--- config.mk ---
export PLATFORM = sky130hd
export DESIGN_NAME = bpfa_ctrl
export DESIGN_NICKNAME = d
export VERILOG_FILES = /design/src/hdl/bpfa_pkg.sv /design/src/hdl/bpfa_ctrl.sv
export VERILOG_INCLUDE_DIRS = /design/src /design/src/hdl
export SDC_FILE = /design/constraint.sdc
export NUM_CORES = 1
export LEC_CHECK = 0
export ABC_AREA = 1
export BUFFER_PORTS_ARGS = -buffer_cell sky130_fd_sc_hd__buf_2
export CELL_PAD_IN_SITES_DETAIL_PLACEMENT = 1
export CELL_PAD_IN_SITES_GLOBAL_PLACEMENT = 1
export CORE_MARGIN = 8
export CORE_UTILIZATION = 23
export DETAILED_ROUTE_END_ITERATION = 16
export GPL_ROUTABILITY_DRIVEN = 0
export PLACE_DENSITY = 0.8
export SLEW_MARGIN = 20
export SYNTH_ARGS = -nofsm -noshare
export SYNTH_HDL_FRONTEND = slang
export SYNTH_SLANG_ARGS = --single-unit
export TNS_END_PERCENT = 1
--- constraint.sdc ---
create_clock -name clk_i -period 1.58 [get_ports clk_i]
set_clock_uncertainty 0.05 [all_clocks]
set_input_delay 0.158 -clock clk_i [delete_from_list [all_inputs] [get_ports clk_i]]
set_output_delay 0.158 -clock clk_i [all_outputs]
set_load 0.1 [all_outputs]
--- src/hdl/bitmap_page_frame_allocator_top_macros.svh ---
// Assertion macros shared by the allocator modules.
`ifndef BITMAP_PAGE_FRAME_ALLOCATOR_TOP_MACROS_SVH
`define BITMAP_PAGE_FRAME_ALLOCATOR_TOP_MACROS_SVH
// Implication checked on every clock edge outside reset.
`define BPFA_ASSERT(lbl, prop, msg) \
  lbl: assert property (@(posedge clk_i) disable iff (!rst_ni) (prop)) else $error(msg);
// Signal must stay low outside reset.
`define BPFA_NEVER(lbl, sig, msg) \
  lbl: assert property (@(posedge clk_i) disable iff (!rst_ni) !(sig)) else $error(msg);
`endif

--- src/hdl/bpfa_pkg.sv ---
// Package: shared types, request codes and controller/datapath interface structs.
package bpfa_pkg;

  localparam int unsigned MaxPagesDef  = 32768;
  localparam int unsigned PageBytesDef = 4096;
  localparam int unsigned AddrBitsDef  = 48;

  localparam logic [2:0] ReqAlloc    = 3'd0;
  localparam logic [2:0] ReqFree     = 3'd1;
  localparam logic [2:0] ReqMarkUsed = 3'd2;
  localparam logic [2:0] ReqMarkFree = 3'd3;
  localparam logic [2:0] ReqTest     = 3'd4;

  typedef struct packed {
    logic [2:0]  req_type;
    logic [15:0] alloc_pages;
    logic [47:0] range_base;
    logic [47:0] range_limit;
    logic [14:0] page_index;
  } req_t;

  typedef struct packed {
    logic        success;
    logic [47:0] alloc_address;
    logic        page_used;
  } rsp_t;

  // Controller commands to the datapath.
  typedef struct packed {
    logic load;       // capture request
    logic calc;       // compute page bounds (after load)
    logic clr_init;   // clearing pass write
    logic rd;         // issue memory read of current word
    logic wr;         // merge & write current word
    logic scan;       // consume one chunk of read data for alloc search
    logic next;       // advance word pointer
    logic mark_run;   // set up range write for found run
    logic rsp;        // emit result
  } cmd_t;

  // Datapath status to the controller.
  typedef struct packed {
    logic init_last;
    logic range_empty;
    logic word_last;
    logic found;
    logic scan_end;
    logic chunk_last;
  } sts_t;

endpackage

--- src/hdl/bpfa_ctrl.sv ---
// Controller state machine sequencing clear, search and range writes.
module bpfa_ctrl (
  input  logic           clk_i,
  input  logic           rst_ni,
  input  logic           start_i,
  input  logic [2:0]     req_type_i,
  input  logic [15:0]    alloc_pages_i,
  input  bpfa_pkg::sts_t sts_i,
  output bpfa_pkg::cmd_t cmd_o,
  output logic           busy_o
);
  import bpfa_pkg::*;
  `include "bitmap_page_frame_allocator_top_macros.svh"

  typedef enum logic [3:0] {
    StInit, StIdle, StCalc, StRngRd, StRngWr, StScanRd, StScan, StRunSet,
    StTestRd, StResp
  } state_e;

  state_e state_q, state_d;
  logic [2:0] typ_q;

  always_comb begin
    state_d = state_q;
    cmd_o   = '0;
    case (state_q)
      StInit: begin
        cmd_o.clr_init = 1'b1;
        cmd_o.next = 1'b1;
        if (sts_i.init_last) state_d = StIdle;
      end
      StIdle: if (start_i) begin
        cmd_o.load = 1'b1;
        if (req_type_i == ReqAlloc && alloc_pages_i == 16'd0) state_d = StResp;
        else if (req_type_i == ReqAlloc) state_d = StScanRd;
        else if (req_type_i == ReqTest) state_d = StTestRd;
        else if (req_type_i inside {ReqFree, ReqMarkUsed, ReqMarkFree}) state_d = StCalc;
        else state_d = StResp;
      end
      StCalc: begin
        cmd_o.calc = 1'b1;
        state_d = StRngRd;
      end
      StRngRd: begin
        if (sts_i.range_empty) state_d = StResp;
        else begin cmd_o.rd = 1'b1; state_d = StRngWr; end
      end
      StRngWr: begin
        cmd_o.wr = 1'b1;
        if (sts_i.word_last) state_d = StResp;
        else begin cmd_o.next = 1'b1; state_d = StRngRd; end
      end
      StScanRd: begin
        cmd_o.rd = 1'b1;
        state_d = StScan;
      end
      // Eight chunks per word; the search stops once a run is found
      StScan: begin
        if (sts_i.found) state_d = StRunSet;
        else begin
          cmd_o.scan = 1'b1;
          if (!sts_i.chunk_last) state_d = StScan;
          else if (sts_i.scan_end) state_d = StRunSet;
          else begin cmd_o.next = 1'b1; state_d = StScanRd; end
        end
      end
      StRunSet: begin
        if (sts_i.found) begin cmd_o.mark_run = 1'b1; state_d = StRngRd; end
        else state_d = StResp;
      end
      StTestRd: begin
        cmd_o.rd = 1'b1;
        state_d = StResp;
      end
      StResp: begin
        cmd_o.rsp = 1'b1;
        state_d = StIdle;
      end
      default: state_d = StIdle;
    endcase
  end

  always_ff @(posedge clk_i or negedge rst_ni) begin
    if (!rst_ni) begin
      state_q <= StInit;
      typ_q   <= '0;
    end else begin
      state_q <= state_d;
      if (cmd_o.load) typ_q <= req_type_i;
    end
  end

  assign busy_o = (state_q != StIdle);

  `BPFA_ASSERT(a_load_idle, cmd_o.load |-> state_q == StIdle, "load outside idle")
  `BPFA_ASSERT(a_rsp_idle, cmd_o.rsp |=> !busy_o, "not idle after result")
  `BPFA_ASSERT(a_wr_type, cmd_o.wr |-> typ_q != ReqTest, "write during test")
endmodule

==> metrics.txt <==
adder and majority gate portion of the synthesized area=0%; Post-DP Area=around 900 sq um; post-synth cell types=18; WS Path Type=flip-flop to output port; Cells after Synth=between 90 and 100; final core utilization=between 40% and 50%; violated checks=setup timing; synthesized flop and latch total=4; global-route wire length before repair=3.870 mm; Mean Syn Cell Area=5.328 sq um; Worst Path Arrival=between 1 and 1.5 ns; maximum clock frequency=between 600 and 700 MHz; Final Hold Vio Count=0; total global-route track usage=11.61%; FP Rows=17; largest net degree at the start of global routing=6; CORE AREA=approximately 2100 sq um; DRT iter0 DRCs=16; final WL=roughly 2.1 mm; synth warn=0; Tmin final=~1.6 ns; Post-Synth Simple-Gate Area=between 50 and 60%; commonest cells in the netlist=nand2_1, nor2_1, inv_1, nand3_1; die area=approximately 3900 sq um; Placed Instances=between 150 and 200; Biggest register=state_q; Die W=approximately 62 um; clk buf depth=2; Top FF cell, synth=dfrtp_1; final setup fails=2; max_slew headroom=82.10%; clk slew on worst S/H paths=around 0.04 ns; area fraction in compound gates after synthesis=11.87%; Die Y=62.42 um; Final WS setup=-0.02118 ns; grt ovf=0; Hold Crit Class=input pin to async pin; clock latency on the worst-skew pair=between 0.2 and 0.25 ns; status=finished, violations left; CP bufs+invs=3; clk root buf=clkbuf_4; Worst Max-Slew Pin Slew=0.2673 ns; Leakage=0.5010 nW; period utilization=101.3%; via/cell ratio=about 4.6; CP Cell Sequence=inv_2 > nand2_2 > inv_1 > nand2_1 > o211ai_1 > buf_12; max reg flops=4; initial antenna violation count=0; Post-Syn Area=495.5 sq um; Post-Layout Cell Count=165; post-synthesis mux area share=0%; EDFF count, synth=0; Regs by FF count=state_q: 4 flops; top post-synthesis cells by area=dfrtp_1, nand2_1, nor2_1, inv_1, nand3_1; CTS tree=yes; detailed-route via count=753; share of layout cells above drive strength 1=between 40% and 50%; wire length per cell=around 13 um; Clock Sinks=4; Inserted Clock Buffers=3; ANT cells=0; RSZ-0062 raised after global routing=true; post-synth top area share=between 20% and 30%; First-pass DRT Iterations=3; register area share after synthesis=between 20% and 30%; CP max stage delay=~0.38 ns; CP max FO=4; CP Data Required Time=around 1.4 ns; IO Port Bufs=37; initial core utilization=a little under a quarter; Place WS=between 0.09 and 0.1 ns; Worst IR Drop VDD=~1.3 mV; H-tree levels=1; placed wire-length estimate=between 1.5 and 2 mm; XOR/XNOR Fraction of Synth Area=0%; critical path's slowest cell=dfrtp_1; Critical Path Source Type=flip-flop; cell taking the most area after synthesis=dfrtp_1; largest family of logic cells by synthesized area=simple AND/OR/NAND/NOR gates; most frequent cell after synthesis=nand2_1; async set-or-reset flop fraction in the synthesized netlist=100.0%; drt drc=0; Layout area overhead=95.71%; pwr dens=2187 nW/um^2; final net count=between 150 and 200; io pins=38; vias in the first global route=between 900 and 1000; syn nets=approximately 120; Max Cap Viol=0; cell family with most CP delay=buffers and inverters; Routed Antenna Nets=0; critical path endpoint category=output port; Finished Cell Area=a little under 1000 sq um; Slew Limit Fails=0
## stage by stage
stage / total power [mW] / hold slack (ns) / setup TNS, ns
after floorplan: 1.308 / -0.1876 / -4.319
after global placement: 1.868 / -0.08689 / 0
after detailed placement: 1.917 / -0.08323 / 0
after CTS: 2.135 / 0.2213 / -0.02318
after global routing: 2.238 / 0.2340 / -0.2519
final: 2.121 / 0.2184 / -0.03372
## layout by cell type (no fill, tap or decap), types with 2 or more instances in the layout
| cell type | synthesis | layout |
|---|---|---|
| clkbuf_4 | 0 | 3 |
| nand2_1 | 25 | 20 |
| dfrtp_1 | 4 | 2 |
| o21ai_0 | 2 | 2 |
| nand4_1 | 2 | 2 |
| dfrtp_2 | 0 | 2 |
| nand3_1 | 6 | 6 |
| inv_1 | 12 | 10 |
| nand2_2 | 2 | 7 |
| nor2_1 | 23 | 20 |
| nor2_2 | 4 | 4 |
| buf_12 | 0 | 10 |
| buf_4 | 0 | 3 |
| a21oi_1 | 4 | 4 |
| inv_2 | 2 | 4 |
| buf_2 | 0 | 27 |
| nor2_4 | 1 | 4 |
## report_power, final
group          switching [mW]  leakage, nW  total [mW]  internal [mW]
Clock                  0.0363       0.0138       0.121         0.0846
Sequential             0.0540       0.0482       0.201          0.147
Combinational            1.21        0.439        1.80          0.592
Total                    1.30        0.501        2.12          0.824
## routing by layer
metal	GRT usage [%]	vias to the layer above	part of all wire (%)
met4	4.274	0	0
met2	22.77	24	55
met1	11.57	349	41
met5	0	-	0
li1	-	380	-
met3	2.330	0	3.4
## logic make-up (layout without fill, tap and decap cells)
logic type             after synthesis  in the layout
AO/OA/AOI/OAI                       10             10
buffers and inverters               14             58
flip-flops                           4              4
AND/OR/NAND/NOR                     65             65
## worst register-to-register path: stages, from the launching register on
cell and delay [ns]:
dfrtp_1 0.41, inv_1 0.11, nand2_2 0.12, nor2_2 0.20, nand2_1 0.10, nand2_2 0.10
nor2_1 0.06, a21boi_1 0.19
## path summary, 6_finish.rpt
| path | start | end | slack [ns] | cells after the start |
|---|---|---|---|---|
| min | rst_ni | state_q[1] | 0.22 | 2 |
| min in group clk_i | req_type_i[2] | state_q[3] | 0.27 | 5 |
| min reg2reg | state_q[1] | state_q[2] | 0.70 | 5 |
| max reg2reg | state_q[0] | state_q[0] | 0.15 | 7 |
| max | state_q[1] | cmd_o[5] | -0.02 | 6 |
| max in group asynchronous | rst_ni | state_q[3] | 1.13 | 2 |
## final cells by class
cell class,count,area [sq um]
multi-input cells,75,389.1
well taps,28,35.03
fillers,287,1157
repair buffers,41,367.9
clock buffers,3,22.52
flip-flops and latches,4,102.6
inverters,14,52.55
## what timing repair did
item,4_1_cts,5_1_grt
endpoints found under the setup margin,4,5
gates resized for setup,10,2
pin swaps,4,1
buffers inserted,3,0
endpoints found under the hold margin,4,0
hold buffers,1,0
Power figures use the tool's default switching activity.
